## config.mk

```make
export PLATFORM = sky130hd
export DESIGN_NAME = bounded_circular_list_engine
export DESIGN_NICKNAME = d
export VERILOG_FILES = /design/src/bcle_pkg.sv /design/src/bounded_circular_list_engine.sv /design/src/bcle_ram.sv /design/src/bcle_ctrl.sv
export SDC_FILE = /design/constraint.sdc
export NUM_CORES = 1
export LEC_CHECK = 0
export BUFFER_PORTS_ARGS = -buffer_cell sky130_fd_sc_hd__buf_2
export CORE_MARGIN = 3
export CORE_UTILIZATION = 55
export DETAILED_ROUTE_END_ITERATION = 8
export PLACE_DENSITY = 0.74
export REMOVE_ABC_BUFFERS = 1
export SLEW_MARGIN = 20
export SYNTH_ARGS = -nofsm -noshare
export SYNTH_HDL_FRONTEND = slang
export SYNTH_SLANG_ARGS = --single-unit
```

## constraint.sdc

```tcl
create_clock -name clk_i -period 3.7 [get_ports clk_i]
set_input_delay 0.555 -clock clk_i [delete_from_list [all_inputs] [get_ports clk_i]]
set_output_delay 0.555 -clock clk_i [all_outputs]
set_load 0.01 [all_outputs]
```

## src/bcle_pkg.sv

```systemverilog
// ----------------------------------------------------------------------------
// bcle_pkg
// Shared constants, codes and types of the bounded circular list engine.
// ----------------------------------------------------------------------------
package bcle_pkg;

  localparam int unsigned CAPACITY = 16;
  localparam int unsigned IDX_W    = $clog2(CAPACITY);
  localparam int unsigned CNT_W    = $clog2(CAPACITY + 1);

  localparam int unsigned OP_W     = 3;
  localparam int unsigned VALUE_W  = 32;
  localparam int unsigned STATUS_W = 2;
  localparam int unsigned POS_W    = 4;
  localparam int unsigned COUNT_W  = 5;

  localparam int unsigned IN_TDATA_W  = ((OP_W + VALUE_W + 7) / 8) * 8;
  localparam int unsigned OUT_FIELD_W = STATUS_W + POS_W + COUNT_W;
  localparam int unsigned OUT_TDATA_W = ((OUT_FIELD_W + 7) / 8) * 8;

  // Bit positions of the result fields inside the output word.
  localparam int unsigned OUT_POS_LSB   = STATUS_W;
  localparam int unsigned OUT_COUNT_LSB = STATUS_W + POS_W;

  typedef enum logic [OP_W-1:0] {
    OP_INS_HEAD = 3'd0,
    OP_INS_TAIL = 3'd1,
    OP_INS_ORD  = 3'd2,
    OP_REMOVE   = 3'd3,
    OP_SEARCH   = 3'd4
  } op_e;

  typedef enum logic [STATUS_W-1:0] {
    STAT_DONE   = 2'd0,
    STAT_ABSENT = 2'd1,
    STAT_FULL   = 2'd2
  } status_e;

  typedef struct packed {
    logic               we;
    logic [IDX_W-1:0]   waddr;
    logic [VALUE_W-1:0] wdata;
    logic [IDX_W-1:0]   raddr;
  } mem_req_t;

  typedef struct packed {
    logic               valid;
    status_e            status;
    logic [POS_W-1:0]   position;
    logic [COUNT_W-1:0] entry_count;
  } res_t;

endpackage

```

## src/bounded_circular_list_engine.sv

```systemverilog
// ----------------------------------------------------------------------------
// bounded_circular_list_engine
// Ordered list of up to CAPACITY signed 32-bit values kept in one RAM.
// ----------------------------------------------------------------------------
// Usage:
//   Each word on the slave stream carries an opcode and a value: insert at
//   head, insert at tail, ordered insert, remove first equal value, or
//   search for the first equal value. Every word gives exactly one result
//   word on the master stream with status, position and entry count.
//   One word is worked on at a time. The RAM does one read and one write
//   per cycle. A word goes from idle through a scan, a shift of entries
//   and a write of the new value, as its opcode needs, to the result. A
//   scan and the shift after it cover at most held_count + 1 entries.
//   The result sits in an output register, so the next word is taken while
//   an earlier result still waits. If the receiver stalls longer, the next
//   result holds in the sequencer and no further word is accepted.
//   Reset empties the list at once; the RAM contents need no clearing as
//   only entries below the count are read.
// ----------------------------------------------------------------------------
module bounded_circular_list_engine (
  input  logic                                  clk_i,
  input  logic                                  rst_ni,
  input  logic                                  s_axis_tvalid,
  output logic                                  s_axis_tready,
  // [2:0] opcode, [34:3] item_value, upper bits zero
  input  logic [bcle_pkg::IN_TDATA_W-1:0]       s_axis_tdata,
  output logic                                  m_axis_tvalid,
  input  logic                                  m_axis_tready,
  // [1:0] status, [5:2] position, [10:6] entry_count, upper bits zero
  output logic [bcle_pkg::OUT_TDATA_W-1:0]      m_axis_tdata
);

  import bcle_pkg::*;

  res_t                   res;
  logic                   res_ready;
  mem_req_t               mem_req;
  logic [VALUE_W-1:0]     mem_rdata;
  logic                   out_valid_q;
  logic [OUT_FIELD_W-1:0] out_data_q;

  bcle_ctrl u_ctrl (
    .clk_i       (clk_i),
    .rst_ni      (rst_ni),
    .in_valid_i  (s_axis_tvalid),
    .in_ready_o  (s_axis_tready),
    .in_opcode_i (s_axis_tdata[OP_W-1:0]),
    .in_value_i  (s_axis_tdata[OP_W+VALUE_W-1:OP_W]),
    .res_o       (res),
    .res_ready_i (res_ready),
    .mem_req_o   (mem_req),
    .mem_rdata_i (mem_rdata)
  );

  bcle_ram #(
    .WIDTH (VALUE_W),
    .DEPTH (CAPACITY)
  ) u_entries (
    .clk_i   (clk_i),
    .we_i    (mem_req.we),
    .waddr_i (mem_req.waddr),
    .wdata_i (mem_req.wdata),
    .raddr_i (mem_req.raddr),
    .rdata_o (mem_rdata)
  );

  assign res_ready = !out_valid_q || m_axis_tready;

  always_ff @(posedge clk_i or negedge rst_ni) begin
    if (!rst_ni) begin
      out_valid_q <= 1'b0;
    end else if (res.valid && res_ready) begin
      out_valid_q <= 1'b1;
    end else if (m_axis_tready) begin
      out_valid_q <= 1'b0;
    end
  end

  always_ff @(posedge clk_i) begin
    if (res.valid && res_ready) begin
      out_data_q <= {res.entry_count, res.position, res.status};
    end
  end

  assign m_axis_tvalid = out_valid_q;
  assign m_axis_tdata  = OUT_TDATA_W'(out_data_q);

endmodule

```

## src/bcle_ram.sv

```systemverilog
// ----------------------------------------------------------------------------
// bcle_ram
// Generic simple dual-port RAM: one write port, one read port, registered read.
// ----------------------------------------------------------------------------
module bcle_ram #(
  parameter int unsigned WIDTH = 32,
  parameter int unsigned DEPTH = 16
) (
  input  logic                     clk_i,
  input  logic                     we_i,
  input  logic [$clog2(DEPTH)-1:0] waddr_i,
  input  logic [WIDTH-1:0]         wdata_i,
  input  logic [$clog2(DEPTH)-1:0] raddr_i,
  output logic [WIDTH-1:0]         rdata_o
);

  logic [WIDTH-1:0] mem_q [DEPTH];

  always_ff @(posedge clk_i) begin
    if (we_i) begin
      mem_q[waddr_i] <= wdata_i;
    end
    rdata_o <= mem_q[raddr_i];
  end

endmodule

```

## src/bcle_ctrl.sv

```systemverilog
// ----------------------------------------------------------------------------
// bcle_ctrl
// Sequencer of the list: scans the entry RAM, shifts entries up or down one
// per cycle, writes the new value and holds the entry count.
// ----------------------------------------------------------------------------
module bcle_ctrl (
  input  logic                      clk_i,
  input  logic                      rst_ni,
  input  logic                      in_valid_i,
  output logic                      in_ready_o,
  input  logic [bcle_pkg::OP_W-1:0]    in_opcode_i,
  input  logic [bcle_pkg::VALUE_W-1:0] in_value_i,
  output bcle_pkg::res_t            res_o,
  input  logic                      res_ready_i,
  output bcle_pkg::mem_req_t        mem_req_o,
  input  logic [bcle_pkg::VALUE_W-1:0] mem_rdata_i
);

  import bcle_pkg::*;

  typedef enum logic [2:0] {
    S_IDLE,
    S_SCAN,
    S_SHIFT,
    S_WRITE,
    S_RESP
  } state_e;

  state_e             state_q, state_d;
  op_e                op_q, op_d;
  logic [VALUE_W-1:0] val_q, val_d;
  logic [CNT_W-1:0]   cnt_q, cnt_d;
  logic [CNT_W-1:0]   ptr_q, ptr_d;
  logic [CNT_W-1:0]   rem_q, rem_d;
  logic [CNT_W-1:0]   k_q, k_d;
  logic               ins_q, ins_d;
  logic               sv_q, sv_d;
  logic [CNT_W-1:0]   sidx_q, sidx_d;
  logic               pend_q, pend_d;
  logic [IDX_W-1:0]   paddr_q, paddr_d;
  status_e            status_q, status_d;

  logic             lt, eq, hit, last;
  logic [CNT_W-1:0] k_end;
  logic [CNT_W-1:0] cnt_m1;

  assign cnt_m1 = cnt_q - CNT_W'(1);
  assign lt     = $signed(val_q) < $signed(mem_rdata_i);
  assign eq     = (val_q == mem_rdata_i);
  // Ordered insert stops at the first entry not less than the value, except
  // that an equal head value lets the new value go behind the head.
  assign hit    = (op_q == OP_INS_ORD) ? ((sidx_q == '0) ? lt : (lt || eq)) : eq;
  assign last   = (sidx_q == cnt_m1);
  assign k_end  = hit ? sidx_q : cnt_q;

  always_comb begin
    state_d  = state_q;
    op_d     = op_q;
    val_d    = val_q;
    cnt_d    = cnt_q;
    ptr_d    = ptr_q;
    rem_d    = rem_q;
    k_d      = k_q;
    ins_d    = ins_q;
    sv_d     = 1'b0;
    sidx_d   = sidx_q;
    pend_d   = 1'b0;
    paddr_d  = paddr_q;
    status_d = status_q;

    in_ready_o      = 1'b0;
    mem_req_o.raddr = ptr_q[IDX_W-1:0];
    mem_req_o.we    = pend_q;
    mem_req_o.waddr = paddr_q;
    mem_req_o.wdata = mem_rdata_i;

    case (state_q)
      S_IDLE: begin
        in_ready_o = 1'b1;
        if (in_valid_i) begin
          op_d     = op_e'(in_opcode_i);
          val_d    = in_value_i;
          ptr_d    = '0;
          k_d      = '0;
          ins_d    = 1'b1;
          status_d = STAT_ABSENT;
          state_d  = S_RESP;
          case (in_opcode_i)
            OP_INS_HEAD, OP_INS_TAIL, OP_INS_ORD: begin
              if (cnt_q == CNT_W'(CAPACITY)) begin
                status_d = STAT_FULL;
              end else if (in_opcode_i == OP_INS_HEAD) begin
                ptr_d   = cnt_m1;
                rem_d   = cnt_q;
                state_d = S_SHIFT;
              end else if (in_opcode_i == OP_INS_TAIL || cnt_q == '0) begin
                k_d     = cnt_q;
                rem_d   = '0;
                state_d = S_SHIFT;
              end else begin
                state_d = S_SCAN;
              end
            end
            OP_REMOVE, OP_SEARCH: begin
              if (cnt_q != '0) begin
                state_d = S_SCAN;
              end
            end
            default: begin
              state_d = S_RESP;
            end
          endcase
        end
      end

      S_SCAN: begin
        // Reads go out one per cycle; each compare looks at the entry
        // read in the cycle before.
        if (ptr_q < cnt_q) begin
          sv_d   = 1'b1;
          sidx_d = ptr_q;
          ptr_d  = ptr_q + CNT_W'(1);
        end
        if (sv_q && (hit || last)) begin
          sv_d = 1'b0;
          case (op_q)
            OP_INS_ORD: begin
              k_d     = k_end;
              ins_d   = 1'b1;
              ptr_d   = cnt_m1;
              rem_d   = cnt_q - k_end;
              state_d = S_SHIFT;
            end
            OP_REMOVE: begin
              if (hit) begin
                k_d     = sidx_q;
                ins_d   = 1'b0;
                ptr_d   = sidx_q + CNT_W'(1);
                rem_d   = cnt_m1 - sidx_q;
                state_d = S_SHIFT;
              end else begin
                status_d = STAT_ABSENT;
                k_d      = '0;
                state_d  = S_RESP;
              end
            end
            OP_SEARCH: begin
              status_d = hit ? STAT_DONE : STAT_ABSENT;
              k_d      = hit ? sidx_q : '0;
              state_d  = S_RESP;
            end
            default: begin
              status_d = STAT_ABSENT;
              k_d      = '0;
              state_d  = S_RESP;
            end
          endcase
        end
      end

      S_SHIFT: begin
        // The entry read now is written one place up (insert) or down
        // (remove) in the next cycle.
        if (rem_q != '0) begin
          pend_d = 1'b1;
          if (ins_q) begin
            paddr_d = ptr_q[IDX_W-1:0] + IDX_W'(1);
            ptr_d   = ptr_q - CNT_W'(1);
          end else begin
            paddr_d = ptr_q[IDX_W-1:0] - IDX_W'(1);
            ptr_d   = ptr_q + CNT_W'(1);
          end
          rem_d = rem_q - CNT_W'(1);
        end else if (ins_q) begin
          state_d = S_WRITE;
        end else begin
          cnt_d    = cnt_m1;
          status_d = STAT_DONE;
          state_d  = S_RESP;
        end
      end

      S_WRITE: begin
        mem_req_o.we    = 1'b1;
        mem_req_o.waddr = k_q[IDX_W-1:0];
        mem_req_o.wdata = val_q;
        cnt_d           = cnt_q + CNT_W'(1);
        status_d        = STAT_DONE;
        state_d         = S_RESP;
      end

      S_RESP: begin
        if (res_ready_i) begin
          state_d = S_IDLE;
        end
      end

      default: begin
        state_d = S_IDLE;
      end
    endcase
  end

  assign res_o.valid       = (state_q == S_RESP);
  assign res_o.status      = status_q;
  assign res_o.position    = POS_W'(k_q);
  assign res_o.entry_count = COUNT_W'(cnt_q);

  always_ff @(posedge clk_i or negedge rst_ni) begin
    if (!rst_ni) begin
      state_q  <= S_IDLE;
      cnt_q    <= '0;
      sv_q     <= 1'b0;
      pend_q   <= 1'b0;
      op_q     <= OP_INS_HEAD;
      val_q    <= '0;
      ptr_q    <= '0;
      rem_q    <= '0;
      k_q      <= '0;
      ins_q    <= 1'b0;
      sidx_q   <= '0;
      paddr_q  <= '0;
      status_q <= STAT_ABSENT;
    end else begin
      state_q  <= state_d;
      cnt_q    <= cnt_d;
      sv_q     <= sv_d;
      pend_q   <= pend_d;
      op_q     <= op_d;
      val_q    <= val_d;
      ptr_q    <= ptr_d;
      rem_q    <= rem_d;
      k_q      <= k_d;
      ins_q    <= ins_d;
      sidx_q   <= sidx_d;
      paddr_q  <= paddr_d;
      status_q <= status_d;
    end
  end

endmodule

```

# --- Yosys cells after proc, flatten, opt, wreduce, memory -nomap -nowiden ---
# Memories as Yosys holds them, arrays and structs flattened. A register that Yosys moved wholly into a read port is not among the register bits.
# Cells that the tools add are included.
totals:
  output_inout_bits: 18
  mem_count: 1
  ram_bits: 512
  register_bits: 83
  word_cells: 162
  inputBits: 44
mem_list:
  columns: ["memory", "depth", "width", "read_ports", "rd_clocked_by_memory_dff", "wr", "line_no", "rtl"]
  rows:
  - ["u_entries.mem_q", 16, 32, 1, 1, 1, "bcle_ram.sv:17", "logic [WIDTH-1:0] mem_q [DEPTH];"]
op_classes:
  reduce_logical: 31
  add_sub_neg: 10
  n_eq_ne: 27
  muxes: 76
  n_lt_le_gt_ge: 2
op_table:
  columns: ["op", "n"]
  rows:
  - ["$mux W5", 20]
  - ["$mux W37", 1]
  - ["$eq A32 B32 Y1", 1]
  - ["$lt A32 B32 Y1", 1]
  - ["$mux W4", 8]
  - ["$pmux W5 S2", 3]
  - ["$pmux W5 S3", 2]
  - ["$mux W3", 9]
  - ["$eq A3 B2 Y1 const B", 6]
  - ["$mux W1", 16]
  - ["$mux W2", 8]
  - ["$pmux W4 S2", 2]
  - ["$add A5 B1 Y5 const B", 3]
  - ["$pmux W3 S5", 1]
  - ["$sub A5 B1 Y5 const B", 3]
  - ["$ne A2 B2 Y1 const B", 6]
  - ["$pmux W3 S2", 2]
  - ["$logic_not A5 Y1", 2]
  - ["$reduce_bool A5 Y1", 2]
  - ["$sub A5 B5 Y5", 2]
  - ["$eq A3 B3 Y1 const B", 3]
  - ["$reduce_and A3 Y1", 3]
  - ["$reduce_and A9 Y1", 1]
  - ["$pmux W2 S4", 1]
  - ["other kinds (25)", 40]

# --- Logic depth before layout (Yosys ltp) ---
logic_depth:
  word_depth: 9
  depth_mapped: 22
  depth_no_buf: 21

# --- By module ---
# A second synthesis with hierarchy kept.
unflattened:
  hier_cells: 1546
  hier_area_um2: 26023.7
modules_own_cells:
  columns: ["mod", "n_inst", "area_per_inst_um2", "seq_area_each_um2", "cells_each"]
  rows:
  - ["bcle_ram", 1, 19835.3, 16015.4, 838]
  - ["bcle_ctrl", 1, 5763.0, 1778.0, 687]
  - ["bounded_circular_list_engine", 1, 425.4, 355.3, 21]

# --- Worst setup path after synthesis ---
# OpenSTA, ideal clock, no wires.
synth_path:
  kind: "register -> register"
  start: "register u_ctrl.val_q[23]"
  end: "register u_ctrl.rem_q[4]"
  stages_incl_launch_ff: 21
  arrival_ns: 3.713
  n_path_buf: 1
  t_required_ns: 3.575
  setup_time_ns: 0.125
  period_less_slack_ns: 3.838
  path_slack_ns: -0.138
  path_cell_list: "dfrtp_1 -> ha_1 -> a211oi_1 -> o21ai_1 -> a22oi_2 -> mux2_2 -> o211ai_4 -> nand2_1 -> buf_2 -> o21ai_0 -> ha_1 -> inv_1 -> fa_1 -> a21o_1 -> a21o_1 -> nand2_1 -> nor2_1 -> o211ai_1 -> o311a_2 -> nand2_1 -> mux2_4"
synth_via:
  elab_chain_cells: 9
  word_cells_on_any_way: 15
  classes_between: "add/sub (1); order compare (1); eq/ne (3); mux (6); reduce/logical (4)"
synth_rtl:
  columns: ["element", "line_no", "rtl"]
  rows:
  - ["start, declared", "bcle_ctrl.sv:31", "logic [VALUE_W-1:0] val_q, val_d;"]
  - ["start signal, assigned", "bcle_ctrl.sv:230", "val_q <= val_d;"]
  - ["$lt A32 B32 Y1 / $eq A32 B32 Y1 (equally long branches)", "bcle_ctrl.sv:48, bcle_ctrl.sv:49", null]
  - ["$logic_or A1 B1 Y1", "bcle_ctrl.sv:52", "assign hit = (op_q == OP_INS_ORD) ? ((sidx_q == '0) ? lt : (lt || eq)) : eq;"]
  - ["$mux W1", "bcle_ctrl.sv:52", null]
  - ["$mux W1 (*)", "bcle_ctrl.sv:52", null]
  - ["$mux W5", "bcle_ctrl.sv:54", "assign k_end = hit ? sidx_q : cnt_q;"]
  - ["$sub A5 B5 Y5", "bcle_ctrl.sv:131", "rem_d = cnt_q - k_end;"]
  - ["$pmux W5 S2", "bcle_ctrl.sv:126", "case (op_q)"]
  - ["$mux W5", "bcle_ctrl.sv:124", "if (sv_q && (hit || last)) begin"]
  - ["$pmux W5 S3", "bcle_ctrl.sv:77", "case (state_q)"]
  - ["end signal, assigned", "bcle_ctrl.sv:232", "rem_q <= rem_d;"]
  - ["end, declared", "bcle_ctrl.sv:34", "logic [CNT_W-1:0] rem_q, rem_d;"]
# Every way passes the cells marked *; elsewhere a longest branch is shown, timed or not. The select of a mux whose other input is x is not followed.
# A chain may end at the register's enable or synchronous reset.

# --- Worst setup path after layout ---
# Ends and elaborated chain as after synthesis.

==> summary.md <==
| Metric | Value |
|---|---|
| Status | `finished, violations left` |
| Violated checks | `setup timing` |
| Non-filler instance count after layout | `2292` |
| Worst path required time | `roughly 4200 ps` |
| Worst Skew | `slightly above 30 ps` |
| Clock transition at path regs | `70 ps` |
| Vias in the first global route | `14929` |
| GRT Resource Usage Total | `0.2459` |
| Async S/R FF share, synth | `0.1148` |
| I/O pin cnt | `62` |
| Critical path origin | `u_ctrl.val_q[23]` |
| Syn Std Cell Area | `about 26000 um2` |
| Worst setup margin | `-34.66 ps` |
| GRT met2 Usage | `0.4028` |
| Post-Syn Area per Cell | `about 18 um2` |
| Hold Buf Count CTS | `0` |
| Die ar. | `50340 um2` |
| Global placement routability congestion | `about 0.88` |
| Post-synth top cells | `edfxtp_1 (523), mux4_2 (160), nand2_1 (83)` |
| GRT overflow | `0` |
| Switching Power | `8.197 mW` |
| Final setup violation count | `1` |
| CP Class | `reg2reg` |
| Achievable frequency | `roughly 270 MHz` |
| Reg2Reg Setup Slack | `-30 ps` |
| Die width | `between 200 and 250 um` |
| Startpoint types | `register` |
| DR iter-0 viols | `1386` |
| CP Capture Point | `u_ctrl.rem_q[4]` |
| Worst-Margin Slew | `around 1200 ps` |
| GRT met1 Usage | `0.3418` |
| Pin count of the biggest net entering global routing | `roughly 140` |
| Met3 GRT Util | `0.04424` |
| Maxcap violations | `0` |
| Final hold violations | `0` |
| Largest area contributor in the netlist | `edfxtp_1` |
| Clk Tree Root Cell | `clkbuf_16` |
| Most used flip-flop cell after synthesis | `edfxtp_1` |
| CP Capture Type | `register` |
| Htree depth | `2` |
| Final ANT Viol Nets | `0` |
| Rows | `just under 80` |
| Busiest grt layer | `met2` |
| Nets | `1738` |
| Vias | `between 10000 and 15000` |
| Share of layout cells above drive strength 1 | `0.3205` |
| Layout overhead on the synthesized area | `15.73%` |
| TritonCTS Buffers | `58` |
| Worst-Skew Late Latency | `630 ps` |
| Final Util | `0.6478` |
| Worst hold margin | `between 6 and 7 ps` |
| Sw frac | `0.3245` |
| Max_slew headroom | `0.2263` |
| Internal | `approximately 17 mW` |
| Detailed Routing Iterations Pass 1 | `5` |
| Comb power frac | `0.364` |
| Die Ht | `~220 um` |
| Initial antenna violation count | `0` |
| RSZ-0062 raised after global routing | `true` |
| Min Tclk post-route | `3735 ps` |
| Leak pwr | `around 10 nW` |
| Count of pins over their slew limit | `0` |
| Worst VDD drop | `between 600 and 700 uV` |
| R2R depth | `21` |
| Worst Path Max Fanout | `6` |
| Starting Density | `0.5597` |
| R2R Path Start | `u_ctrl.val_q[23]` |
| Top-count cell post-synth | `edfxtp_1` |
| Crit path DAT | `roughly 4200 ps` |
| Fraction of the yosys area taken by sequential cells | `0.6920` |
| Seq cells post-synth | `627` |
| FF-to-FF End | `u_ctrl.rem_q[4]` |
| Post-route clock period utilization | `1.009` |
| Final wirelength | `around 60 mm` |
| Port Buf Inserts | `a little over 50` |
| Clk network pwr share | `0.240` |
| Core Footprint | `about 47000 um2` |
| Synth warn | `0` |
| DRC | `0` |
| Syn Inst Count | `about 1500` |
| Vias/cell | `6.242` |
| # clock sinks | `roughly 630` |
| CTS tree | `done` |
| First-pass GRT wire length | `a little over 90 mm` |
| Post-synth top area share | `0.5989` |
| Wire per inst | `about 26 um` |
| Cell variety after synth | `89` |
| Sequential power share | `0.396` |
| Dpl cells | `around 2200` |
| Worst hold-check path type | `in2async` |
| Dpl hpwl | `33.42 mm` |
| Synth area leaders | `edfxtp_1 (60%), mux4_2 (14%), dfrtp_1 (6.8%), ha_1 (2.6%), dfxtp_1 (2.4%)` |
| Number of synthesized flops with an enable pin | `523` |
| Worst-case clock buffer depth | `3` |
| Ant diodes | `0` |
| Power per cell area | `roughly 830 nW/um2` |
logic make-up after synthesis:
logic type / Yosys count / synth area share
muxes: 207 / 0.1573
AOI/OAI and AO/OA: 185 / 0.04771
DFF: 627 / 0.6920
buffers and inverters: 149 / 0.02281
other: 1 / 0.0001430
and+or+nand+nor: 227 / 0.04361
adders and majority gates: 57 / 0.02805
xor gates and xnor gates: 25 / 0.008349
cells in the final DEF (no fill, tap or decap), types with 9 or more instances in the layout:
cell type | netlist | routed
a21o_1 | 10 | 10
a21oi_1 | 34 | 30
buf_12 | 0 | 15
buf_2 | 10 | 50
buf_4 | 5 | 105
clkbuf_16 | 0 | 59
clkinv_2 | 0 | 17
dfrtp_1 | 71 | 67
dfxtp_1 | 32 | 32
edfxtp_1 | 523 | 523
ha_1 | 54 | 46
inv_1 | 70 | 70
mux2_2 | 36 | 35
mux2i_1 | 9 | 9
mux4_2 | 160 | 160
nand2_1 | 83 | 81
nand3_1 | 15 | 14
nand4_1 | 12 | 12
nor2_1 | 56 | 39
nor2_4 | 0 | 17
nor3_1 | 13 | 11
o21ai_0 | 67 | 62
xnor2_1 | 18 | 18
flip-flops by register name, indices dropped and copies added (netlist names):
register / count
u_ctrl.op_q: 3
u_ctrl.pend_q: 1
u_ctrl.cnt_q: 5
u_ctrl.rem_q: 5
u_ctrl.ptr_q: 5
u_ctrl.paddr_q: 4
u_ctrl.status_q: 2
u_ctrl.ins_q: 1
m_axis_tvalid: 1
u_ctrl.val_q: 32
out_data_q: 11
u_entries.rdata_o: 32
u_ctrl.sv_q: 1
u_ctrl.sidx_q: 5
u_entries.mem_q: 512
u_ctrl.state_q: 3
u_ctrl.k_q: 4
how the worst min path moves through the flow:
stage | from | to | slack [ps]
after global routing | rst_ni | u_ctrl.val_q[23] | 50
after detailed placement | u_ctrl.status_q[1] | out_data_q[1] | 440
after CTS | s_axis_tdata[3] | u_ctrl.val_q[0] | 130
final | rst_ni | u_ctrl.paddr_q[1] | 7
after global placement | u_ctrl.status_q[1] | out_data_q[1] | 430
after floorplan | rst_ni | m_axis_tvalid | 260
per-stage QoR:
stage / setup slack, ps / cell area, um2 / setup TNS, ps / total power, mW
6_report: -34.66 / 30350 / -34.66 / 25.26
5_1_grt: -231.9 / 30350 / -329.1 / 26.59
4_1_cts: -106.2 / 30220 / -106.2 / 25.20
3_5_place_dp: -350.2 / 28120 / -563.0 / 18.88
3_3_place_gp: -266.5 / 28120 / -357.6 / 18.60
2_1_floorplan: -3092 / 25910 / -209670 / 16.11
layer usage:
| layer | up-vias | part of all wire | routed length [um] |
|---|---|---|---|
| met5 | - | 0 | 0 |
| met4 | 0 | 0.028 | 1685 |
| met3 | 116 | 0.074 | 4472 |
| met2 | 591 | 0.50 | 29860 |
| met1 | 7431 | 0.40 | 24240 |
| li1 | 6168 | - | - |
power groups by stage:
stage	Sequential (mW)	Combinational (mW)	Clock [mW]
2_1_floorplan	10.5	5.58	0
3_3_place_gp	10.1	8.50	0
3_5_place_dp	10.1	8.74	0
4_1_cts	10.0	9.03	6.15
5_1_grt	10.1	10.0	6.44
6_report	10.0	9.20	6.05
area by class of cell:
cell class,count,area [um2]
Timing Repair Buffer,173,1373
Clock buffer,71,1582
Fill cell,3113,16500
Clock inverter,37,377.9
Multi-Input combinational cell,706,7831
Tap cell,607,759.5
Inverter,71,266.5
Sequential cell,627,18160
worst max-delay path: stages (launching register included):
cell and delay (ps):
dfrtp_1 410, ha_4 290, buf_4 100, nand4_1 80
buf_6 150, nor3_4 120, a22oi_2 90, mux2_4 350
o211ai_4 120, nand2_4 100, buf_6 150, nor2_4 120
a21oi_4 50, fa_2 370, a21o_1 200, a21o_1 190
nand2_1 80, nor2_1 40, o211ai_1 80, o311a_2 200
nand2_1 50, mux2_4 250
repair_timing:
| item | 4_1_cts | 5_1_grt |
|---|---|---|
| gates resized for setup | 19 | 17 |
| hold endpoints to repair | 0 | 0 |
| gates cloned | 0 | 0 |
| buffers inserted | 3 | 3 |
| pin swaps | 8 | 13 |
| endpoints found under the setup margin | 2 | 2 |
Power figures use the tool's default switching activity.
